## config.mk

```make
export PLATFORM = sky130hd
export DESIGN_NAME = max_window_sum_search_core
export DESIGN_NICKNAME = d
export VERILOG_FILES = /design/src/mwss_pkg.sv /design/src/max_window_sum_search_core.sv
export SDC_FILE = /design/constraint.sdc
export NUM_CORES = 2
export LEC_CHECK = 0
export BUFFER_PORTS_ARGS = -buffer_cell sky130_fd_sc_hd__buf_2
export CORE_MARGIN = 2
export CORE_UTILIZATION = 55
export CTS_BUF_LIST = sky130_fd_sc_hd__clkbuf_4
export DETAILED_ROUTE_END_ITERATION = 10
export GPL_TIMING_DRIVEN = 0
export PLACE_DENSITY = 0.71
export SYNTH_ARGS = -nofsm -noshare
export SYNTH_HDL_FRONTEND = slang
export SYNTH_SLANG_ARGS = --single-unit
export TNS_END_PERCENT = 50
```

## constraint.sdc

```tcl
create_clock -name clk -period 8.5 [get_ports clk]
set_input_delay 1.275 -clock clk [delete_from_list [all_inputs] [get_ports clk]]
set_output_delay 1.275 -clock clk [all_outputs]
set_load 0.01 [all_outputs]
```

## src/mwss_pkg.sv

```systemverilog
// mwss_pkg: sizes, codes and helper functions for the maximum window sum search core
// no dependencies; imported by max_window_sum_search_core
`default_nettype none

package mwss_pkg;

  // ring depth and the sample width kept in it
  localparam int MAX_WINDOW  = 256;
  localparam int SAMPLE_BITS = 16;

  // field widths fixed by the interface
  localparam int SAMPLE_FIELD_BITS = 16;
  localparam int LEN_BITS          = 9;
  localparam int CNT_BITS          = 24;
  localparam int OUT_SUM_BITS      = 24;
  localparam int M_TDATA_BITS      = 48;

  // derived sizes
  localparam int PTR_BITS = (MAX_WINDOW > 1) ? $clog2(MAX_WINDOW) : 1;
  localparam int ACC_BITS = SAMPLE_BITS + PTR_BITS + 1;
  localparam int ADDR_EXT_BITS = ((LEN_BITS > PTR_BITS) ? LEN_BITS : PTR_BITS) + 1;

  localparam logic [CNT_BITS-1:0] CNT_MAX = {CNT_BITS{1'b1}};

  typedef logic [LEN_BITS-1:0]        len_t;
  typedef logic [PTR_BITS-1:0]        ptr_t;
  typedef logic [CNT_BITS-1:0]        cnt_t;
  typedef logic signed [ACC_BITS-1:0] acc_t;
  typedef logic [SAMPLE_BITS-1:0]     smp_t;

  // clamp the written length into 1..MAX_WINDOW
  function automatic len_t eff_len(input len_t raw);
    len_t res;
    res = raw;
    if (raw == '0) begin
      res = len_t'(1);
    end else if (int'(raw) > MAX_WINDOW) begin
      res = len_t'(MAX_WINDOW);
    end
    return res;
  endfunction

  // sign-extend a ring sample to accumulator width
  function automatic acc_t ext_sample(input smp_t raw);
    return acc_t'(signed'(raw));
  endfunction

  // saturate an exact sum to the output sum range
  function automatic logic [OUT_SUM_BITS-1:0] sat_sum(input acc_t v);
    acc_t hi;
    acc_t lo;
    logic [OUT_SUM_BITS-1:0] res;
    hi = acc_t'({1'b0, {(OUT_SUM_BITS-1){1'b1}}});
    lo = -hi - acc_t'(1);
    if (v > hi) begin
      res = {1'b0, {(OUT_SUM_BITS-1){1'b1}}};
    end else if (v < lo) begin
      res = {1'b1, {(OUT_SUM_BITS-1){1'b0}}};
    end else begin
      res = v[OUT_SUM_BITS-1:0];
    end
    return res;
  endfunction

endpackage

`default_nettype wire

```

## src/max_window_sum_search_core.sv

```systemverilog
// max_window_sum_search_core: streaming search for the best fixed-length window sum
// depends on mwss_pkg (sizes, length clamp, sign extension, output saturation)
`default_nettype none

// Takes a stream of signed samples on the slave side and tracks the sum of the
// last window_length samples. The first full window sets the best sum; every
// later window with an equal or larger sum replaces it, so the latest best
// window wins. On the item marked with tlast one result leaves on the master
// side with the start index and the sum of that best window, and the stream
// state is cleared for the next run. A run shorter than window_length gives a
// result with too_short set and zero data. Throughput is one item per clock:
// the running-sum update (one add, one subtract, one compare) is
// combinational, and the outgoing sample comes from a 256-entry ring memory
// whose single read port is addressed one item ahead, so its registered data
// is ready when the item arrives. The input stalls only while a result waits
// in the output register and the master side does not take it. The result
// is registered and appears in the cycle after the tlast item. The ring has
// no reset and no clearing pass; entries are read only after being written
// in the current run. Writing window_length (0 reads as 1, above 256 as 256)
// also restarts the run. The user must write it only while idle; not enforced.
module max_window_sum_search_core
  import mwss_pkg::*;
(
  input  wire logic                    clk,
  input  wire logic                    rst,
  // configuration: window_length
  input  wire logic                    cfg_we,
  input  wire logic [LEN_BITS-1:0]     cfg_wdata,
  // input items
  input  wire logic                    s_tvalid,
  output logic                         s_tready,
  input  wire logic [SAMPLE_FIELD_BITS-1:0] s_tdata,   // [15:0] sample
  input  wire logic                    s_tlast,         // last sample of the run
  // result items
  output logic                         m_tvalid,
  input  wire logic                    m_tready,
  output logic [M_TDATA_BITS-1:0]      m_tdata,   // [23:0] best_start, [47:24] best_sum
  output logic                         m_tuser    // [0] too_short
);

  // configuration and stream state
  len_t win_len;
  ptr_t wp;
  ptr_t wp_next;
  acc_t running_sum;
  acc_t running_sum_next;
  acc_t best_total;
  acc_t best_total_next;
  cnt_t best_position;
  cnt_t best_position_next;
  cnt_t item_count;
  cnt_t item_count_next;

  // ring memory and its prefetched read
  smp_t ring [MAX_WINDOW];
  smp_t rd_data;
  smp_t fwd_sample;
  logic fwd;
  ptr_t rd_addr;

  logic accept;
  acc_t s_ext;
  acc_t old_ext;
  acc_t sum_new;
  acc_t best_upd;
  cnt_t pos_upd;
  cnt_t cnt_inc;
  cnt_t len_cnt;
  logic filling;
  logic too_short;

  logic [ADDR_EXT_BITS-1:0] ext_wp;
  logic [ADDR_EXT_BITS-1:0] ext_len;
  logic [ADDR_EXT_BITS-1:0] ext_diff;

  // a new item is taken whenever the result register is free or being drained
  assign s_tready = !m_tvalid || m_tready;
  assign accept   = s_tvalid && s_tready;

  assign s_ext   = ext_sample(s_tdata[SAMPLE_BITS-1:0]);
  // sample leaving the window; forwarded when it was written on the last edge
  assign old_ext = ext_sample(fwd ? fwd_sample : rd_data);
  assign len_cnt = cnt_t'(win_len);
  assign filling = item_count < len_cnt;
  assign cnt_inc = (item_count == CNT_MAX) ? item_count : item_count + cnt_t'(1);
  assign too_short = cnt_inc < len_cnt;

  // window sum and best tracking for the item at the input
  always_comb begin
    best_upd = best_total;
    pos_upd  = best_position;
    if (filling) begin
      sum_new = running_sum + s_ext;
      // first full window sets the best
      if (cnt_t'(item_count + cnt_t'(1)) == len_cnt) begin
        best_upd = sum_new;
        pos_upd  = '0;
      end
    end else begin
      sum_new = running_sum - old_ext + s_ext;
      // ties move the best window forward
      if (sum_new >= best_total) begin
        best_upd = sum_new;
        pos_upd  = item_count - len_cnt + cnt_t'(1);
      end
    end
  end

  // next stream state: a config write or the end of a run clears it
  always_comb begin
    wp_next            = wp;
    running_sum_next   = running_sum;
    best_total_next    = best_total;
    best_position_next = best_position;
    item_count_next    = item_count;
    if (cfg_we) begin
      wp_next            = '0;
      running_sum_next   = '0;
      best_total_next    = '0;
      best_position_next = '0;
      item_count_next    = '0;
    end else if (accept) begin
      if (s_tlast) begin
        wp_next            = '0;
        running_sum_next   = '0;
        best_total_next    = '0;
        best_position_next = '0;
        item_count_next    = '0;
      end else begin
        wp_next            = (wp == ptr_t'(MAX_WINDOW - 1)) ? '0 : wp + ptr_t'(1);
        running_sum_next   = sum_new;
        best_total_next    = best_upd;
        best_position_next = pos_upd;
        item_count_next    = cnt_inc;
      end
    end
  end

  // prefetch address: slot of the sample that leaves when the next item comes
  always_comb begin
    ext_wp  = ADDR_EXT_BITS'(wp_next);
    ext_len = ADDR_EXT_BITS'(win_len);
    if (ext_wp >= ext_len) begin
      ext_diff = ext_wp - ext_len;
    end else begin
      ext_diff = ext_wp + ADDR_EXT_BITS'(MAX_WINDOW) - ext_len;
    end
    rd_addr = ext_diff[PTR_BITS-1:0];
  end

  always_ff @(posedge clk) begin
    if (accept) begin
      ring[wp] <= s_tdata[SAMPLE_BITS-1:0];
    end
    rd_data    <= ring[rd_addr];
    fwd_sample <= s_tdata[SAMPLE_BITS-1:0];
  end

  always_ff @(posedge clk) begin
    if (rst) begin
      win_len       <= len_t'(1);
      wp            <= '0;
      running_sum   <= '0;
      best_total    <= '0;
      best_position <= '0;
      item_count    <= '0;
      fwd           <= 1'b0;
    end else begin
      if (cfg_we) begin
        win_len <= eff_len(cfg_wdata);
      end
      wp            <= wp_next;
      running_sum   <= running_sum_next;
      best_total    <= best_total_next;
      best_position <= best_position_next;
      item_count    <= item_count_next;
      // read and write hit the same slot: take the new sample instead
      fwd           <= accept && (rd_addr == wp);
    end
  end

  // result register
  always_ff @(posedge clk) begin
    if (rst) begin
      m_tvalid <= 1'b0;
    end else if (accept && s_tlast) begin
      m_tvalid <= 1'b1;
    end else if (m_tready) begin
      m_tvalid <= 1'b0;
    end
  end

  always_ff @(posedge clk) begin
    if (accept && s_tlast) begin
      if (too_short) begin
        m_tdata <= '0;
        m_tuser <= 1'b1;
      end else begin
        m_tdata <= {sat_sum(best_upd), pos_upd};
        m_tuser <= 1'b0;
      end
    end
  end

  // a short run reports zero data
  a_short_zero: assert property (@(posedge clk) disable iff (rst)
    m_tvalid && m_tuser |-> m_tdata == '0)
    else $error("too_short result with nonzero data");

  // the end of a run leaves a cleared stream
  a_run_clear: assert property (@(posedge clk) disable iff (rst)
    accept && s_tlast |=> item_count == '0 && wp == '0 && running_sum == '0)
    else $error("stream state not cleared after last item");

  // every last item yields a result on the next cycle
  a_result_out: assert property (@(posedge clk) disable iff (rst)
    accept && s_tlast |=> m_tvalid)
    else $error("last item gave no result");

  // the item counter advances on each accepted non-last item without a config write, until it saturates
  a_ptr_track: assert property (@(posedge clk) disable iff (rst)
    accept && !s_tlast && !cfg_we && item_count != CNT_MAX |=>
      item_count == $past(item_count) + cnt_t'(1))
    else $error("item counter did not advance");

endmodule

`default_nettype wire
```

### Yosys cells after proc, flatten, opt, wreduce, memory -nomap -nowiden

Memories as Yosys holds them, arrays and structs flattened. A register that Yosys moved wholly into a read port is not among the register bits.
Cells that the tools add are included.
W data, S select, Z words.

| word-level totals | value |
|---|---|
| flip-flop bits (word level) | 182 |
| bits in writable memories | 4,096 |
| input bits | 31 |
| output and inout port bits | 51 |
| word-level logic and storage cells | 70 |
| memories | 1 |

Memory list:

| name | words | bits a word | rd ports | clocked after Yosys merged registers in | write ports | RTL line | source |
|---|---|---|---|---|---|---|---|
| ring | 256 | 16 | 1 | 1 | 1 | max_window_sum_search_core.sv:55 | `smp_t ring [MAX_WINDOW];` |

| cells by class | value |
|---|---|
| $add $sub $neg | 10 |
| magnitude comparators | 7 |
| equal/unequal tests | 4 |
| mux-type cells | 27 |
| reduce and logical (&&, ||, !) cells | 9 |

Operators by type and width:

| operator | count |
|---|---|
| $mux W24 | 7 |
| $mux W25 | 6 |
| $add A25 B16 Y25 | 2 |
| $add A24 B1 Y24 const B | 2 |
| $lt A24 B9 Y1 | 2 |
| $mux W8 | 5 |
| $ge A25 B25 Y1 | 1 |
| $gt A25 B24 Y1 const B | 1 |
| $lt A25 B24 Y1 const B | 1 |
| $sub A25 B16 Y25 | 1 |
| $eq A24 B24 Y1 const B | 1 |
| $eq A24 B9 Y1 | 1 |
| $sub A24 B9 Y24 | 1 |
| $mux W23 | 1 |
| $mux W9 | 2 |
| $add A8 B1 Y8 const B | 2 |
| $mux W16 | 1 |
| $sub A8 B8 Y8 | 2 |
| $ge A8 B9 Y1 | 1 |
| $gt A9 B9 Y1 const B | 1 |
| $logic_not A9 Y1 | 1 |
| $eq A8 B8 Y1 | 1 |
| $eq A8 B8 Y1 const B | 1 |
| $mux W1 | 5 |
| 5 further kinds | 8 |

### Logic depth before layout (Yosys ltp)

| logic depth | value |
|---|---|
| depth after elaboration | 10 |
| mapped depth | 28 |
| gate-level depth less buffers | 25 |

### Least setup slack after synthesis

OpenSTA, ideal clock, no wires.

| path | value |
|---|---|
| path type | in2reg |
| from | input m_tready |
| to | register rd_data[0], read port of ring |
| data arrival time | 6.337 ns |
| data required time | 8.349 ns |
| setup slack | 2.013 ns |
| stages | 19 |
| path through | nand2b_1 > and2_1 > clkbuf_1 > nand4_1 > nor2_1 > or3_1 > ha_1 > inv_1 > fa_1 > clkbuf_1 > clkbuf_1 > clkbuf_1 > clkbuf_1 > mux4_2 > mux4_2 > a211oi_1 > a21oi_1 > mux2i_1 > mux2i_1 |

| between the ends | value |
|---|---|
| word-level cells in the longest chain between the ends | 7 |
| elaborated cells between the ends (all ways) | 9 |
| those cells by class | 3 x add/sub; 1 x order compare; 3 x mux; 2 x reduce/logical |

RTL lines:

| what | RTL line | source |
|---|---|---|
| from (decl) | max_window_sum_search_core.sv:36 | `input wire logic m_tready,` |
| $logic_or A1 B1 Y1 * | max_window_sum_search_core.sv:77 | `assign s_tready = !m_tvalid \|\| m_tready;` |
| $logic_and A1 B1 Y1 * | max_window_sum_search_core.sv:78 | `assign accept = s_tvalid && s_tready;` |
| $mux W8 * | max_window_sum_search_core.sv:122 | `end else if (accept) begin` |
| $mux W8 * | max_window_sum_search_core.sv:116 | `if (cfg_we) begin` |
| $add A8 B1 Y8 | max_window_sum_search_core.sv:146 | `ext_diff = ext_wp + ADDR_EXT_BITS'(MAX_WINDOW) - ext_len;` |
| $sub A8 B8 Y8 | max_window_sum_search_core.sv:146 |  |
| $mux W8 * | max_window_sum_search_core.sv:143 | `if (ext_wp >= ext_len) begin` |
| to (decl) | max_window_sum_search_core.sv:56 | `smp_t rd_data;` |

Mark *: on every way between the ends. The rest lies on a longest branch, timed or not.
A chain may end at the register's enable or synchronous reset.

### Worst setup path in the final report

| path | value |
|---|---|
| from | register m_tvalid |
| to | register rd_data[9], read port of ring |

| between the ends | value |
|---|---|
| word-level cells in the longest chain between the ends | 8 |
| elaborated cells between the ends (all ways) | 10 |
| those cells by class | 3 x add/sub; 1 x order compare; 3 x mux; 3 x reduce/logical |

RTL lines:

| what | RTL line | source |
|---|---|---|
| from (decl) | max_window_sum_search_core.sv:35 | `output logic m_tvalid,` |
| from (signal assigned) | max_window_sum_search_core.sv:185 | `m_tvalid <= 1'b0;` |
| from (signal assigned) | max_window_sum_search_core.sv:187 | `m_tvalid <= 1'b1;` |
| from (signal assigned) | max_window_sum_search_core.sv:189 | `m_tvalid <= 1'b0;` |
| $logic_not A1 Y1 * | max_window_sum_search_core.sv:77 |  |
| $logic_or A1 B1 Y1 * | max_window_sum_search_core.sv:77 |  |
| $logic_and A1 B1 Y1 * | max_window_sum_search_core.sv:78 |  |
| $mux W8 * | max_window_sum_search_core.sv:122 |  |
| $mux W8 * | max_window_sum_search_core.sv:116 |  |
| net wp_next[1] | max_window_sum_search_core.sv:44 | `ptr_t wp_next;` |
| $add A8 B1 Y8 | max_window_sum_search_core.sv:146 |  |
| $sub A8 B8 Y8 | max_window_sum_search_core.sv:146 |  |
| $mux W8 * | max_window_sum_search_core.sv:143 |  |

The timed path passes the listed nets; every way through them passes the cells marked *.

==> summary.md <==
| Metric | Value |
|---|---|
| Yosys reg bits | 4294 |
| Overall routing resource usage | 0.301 |
| CTS tree | built |
| DP HPWL | 311 mm |
| WP data required | around 9.9 ns |
| Met3 Usage GRT | 0.0814 |
| Final Util | 0.628 |
| Core area | 0.311 mm2 |
| Mux share of post-synthesis cell area | 0.176 |
| Setup TNS | 0 ns |
| Starting DRT DRC Count | roughly 14000 |
| CP Data Arrival Time | about 9.9 ns |
| Die W | approximately 560 um |
| Final WS setup | a little over 0.03 ns |
| Syn. warnings | 0 |
| Critical-path top delay cell | mux2i_1 |
| Crit path depth | 18 |
| Routed WL per cell | approximately 32 um |
| Skew final | ~0.11 ns |
| P_int | 35.3 mW |
| Post-Synth XOR/XNOR Area | 0.00551 |
| Failing checks | capacitance limit, slew limit |
| Synth top area share | 0.724 |
| RSZ-0062 raised after global routing | no |
| Vias per inst | 6.43 |
| Crit path buffers/inverters | 7 |
| Pwr per Cell Area | approximately 250 mW/mm2 |
| Tcrit/Tclk final | 0.996 |
| Syn-to-layout area delta | 13.7% |
| Critical path type | reg -> reg |
| Largest family of logic cells by synthesized area | multiplexers |
| Clock Latency Late Sink | roughly 1.7 ns |
| Total grt overflow | 0 |
| Pin count of the biggest net entering global routing | around 150 |
| Vias post-DR | around 93000 |
| Sequential power share | 0.480 |
| Post-synthesis async set-or-reset flop share | 0 |
| Largest cells by area after synthesis | edfxtp_1, mux4_2, dfxtp_1 |
| DRT Pass-1 Iters | 6 |
| Finished Layout Cells | roughly 14000 |
| Setup Slack @ Placement | -2.65 ns |
| Lkg Pwr | 63.2 nW |
| H-Tree Depth | 7 |
| Crit path launch | m_tvalid |
| Most frequent cell after synthesis | edfxtp_1 |
| Hold WS | about 0.16 ns |
| Max-cap violation count | 4 |
| Cell mode on critical path | clkbuf_2 |
| Post-route cell area | ~0.2 mm2 |
| Total power | 48.6 mW |
| Max VDD drop | around 0.00014 V |
| Slew @ Worst Pin | 1.53 ns |
| Hold crit path type | in -> reg |
| Final Hold Viols | 0 |
| Synth Cell Area | about 0.17 mm2 |
| PortBufs | 80 |
| Root buffer cell | clkbuf_4 |
| GP Congestion | 0.896 |
| Synth Area in Compound Gates | 0.0233 |
| Initial antenna violation count | 24 |
| Footprint of the multi-input gates | about 0.043 mm2 |
| Largest delay share family, worst path | buffers and inverters |
| Top cells by count, synth | edfxtp_1, mux4_2, nor2_1, clkbuf_1, a21oi_1 |
| Nets | 9817 |
| Post-synth EDFFs | approximately 4100 |
| Worst r2r src | m_tvalid |
| Avg Synthesized Cell Area | approximately 21 um2 |
| Fill cells | approximately 21000 |
| Max Slew Vio Count | 16 |
| Clock sinks | around 4300 |
| Top Ports | 82 |
| Die area | around 0.32 mm2 |
| Met2 Resource Use GR | 0.458 |
| Final setup violation count | 0 |
| Combinational share of power | 0.169 |
| Post-Synthesis Cells | ~8200 |
| Reg area | between 0.1 and 0.15 mm2 |
| Top Usage Layer GRT | met2 |
| Post-Syn Nets | roughly 8400 |
| Synth Area in Simple Gates | 0.0251 |
| R2R setup slack | 0.03 ns |
| Placed cell count | 12600 |
| CP endpoint | rd_data[9] |
| First-pass GRT wire length | 661 mm |
| Minimum clock period | around 8.5 ns |
| NetSw | 13.2 mW |
| Outcome | complete, but fails checks |
| CP Cell Sequence | nand2b_1, and2_1, clkbuf_1, clkbuf_2, clkbuf_2, a21oi_1, nor2_1, fa_1, clkbuf_1, clkbuf_2, clkbuf_2, clkbuf_1, mux4_2, mux4_2, a211oi_1, a21oi_1, mux2i_1, mux2i_1 |
| M1 GR Usage | 0.406 |
| Buffer levels on the longest clock path | 5 |
| Initial Utilization | 0.552 |
| Worst R2R Path Depth | 18 |
| Clock power frac | 0.350 |
| RR Endpoint | rd_data[9] |
| Slew headroom | -0.0228 |
| CTS buffer count | 1134 |
| Clock-pin slew on the worst setup and hold paths | 0.06 ns |
| Sw Ratio | 0.272 |
| Critical path peak fanout | 10 |
| Cell taking the most area after synthesis | edfxtp_1 |
| Main synth FF type | edfxtp_1 |
| Register area share after synthesis | 0.741 |
| Layout cell share with drive strength beyond 1 | 0.354 |
| Vias in the first global route | ~93000 |
| Critical Path End Type | flop |
| DP Area | about 0.18 mm2 |
| Count of unique library cells instantiated by Yosys | 89 |
| Setup crit start kind | flop |
| DRC Markers | 0 |
| Remaining antenna violation count | 0 |
| Die Y-Extent | between 500 and 600 um |
| Area share of fa/ha/maj cells after synthesis | 0.0146 |
| F_max | around 120 MHz |
| Critical Path Max Stage Delay | 0.79 ns |
| Routed Wire Length | 469 mm |
| Cell row count | 205 |
-- cells in the final DEF (no fill, tap or decap), drive strengths merged, types with 30 or more instances in the layout --
cell,instances
nor3,43
nand3,55
a211oi,74
nor2b,84
edfxtp,4145
o21ai,102
mux2i,118
a21oi,218
clkinv,201
fa,30
nor2,456
clkbuf,1857
buf,435
dfxtp,149
xnor2,74
inv,215
ha,152
mux4,1280
nand2,153
nand4,30
-- routing by layer --
metal,vias to the layer above,share of wire
met5,-,0.000058
met4,4,0.046
met3,980,0.11
met2,6304,0.47
met1,48000,0.37
li1,37500,-
-- tightest hold or removal path: stages --
cell and delay (ns):
buf_2 0.09, inv_1 0.14, o21ai_0 0.17, nor2_1 0.08
-- flip-flops by register name, summed over array words and instances (netlist names) --
signal and flops:
ring 4096, m_tdata 48, best_total 25, running_sum 25, best_position 24, item_count 24
fwd_sample 16, rd_data 16, win_len 9, wp 8, fwd 1, m_tuser 1
m_tvalid 1
-- kinds of logic (layout without fill, tap and decap cells) --
family,after synthesis,count (layout)
compound gates,611,611
simple gates,926,926
fa+ha+maj,182,182
mux,1417,1417
flops,4294,4294
xor+xnor,105,105
buf+inv,633,2753
other cells,0,16
-- area by class of cell --
class / instances / area share
diodes: 16 / 0.000205
plain buffers: 444 / 0.00954
clock buffers: 1574 / 0.0605
clock inverters: 246 / 0.00695
inverters: 188 / 0.00361
multi-input cells: 3241 / 0.218
flip-flops and latches: 4294 / 0.652
well taps: 4140 / 0.0265
repair buffers: 301 / 0.0225
-- worst min path at each step --
stage                          start               end  slack (ns)  depth (start not counted)
finish                        cfg_we             wp[7]        0.16                          4
floorplan           best_position[9]  best_position[9]        0.43                          2
CTS                      s_tdata[12]    fwd_sample[12]      0.0003                          1
global placement    best_position[9]  best_position[9]        0.44                          2
global route              s_tdata[3]      ring[107][3]        0.09                          1
detailed placement  best_position[9]  best_position[9]        0.45                          2
-- repair_timing --
item | CTS | global route
gates resized for setup | 24 | 35
hold buffers | 24 | 0
endpoints found under the hold margin | 230 | 0
endpoints found under the setup margin | 16 | 16
buffers inserted | 1 | 0
pin swaps | 1 | 0
-- power groups by stage --
stage | Clock [mW] | Sequential [mW] | Combinational (mW)
finish | 17.0 | 23.3 | 8.22
global route | 18.4 | 23.3 | 8.59
CTS | 17.2 | 23.3 | 8.12
detailed placement | 0 | 23.8 | 8.09
global placement | 0 | 23.9 | 7.93
floorplan | 0 | 23.8 | 4.89
Power figures use the tool's default switching activity.
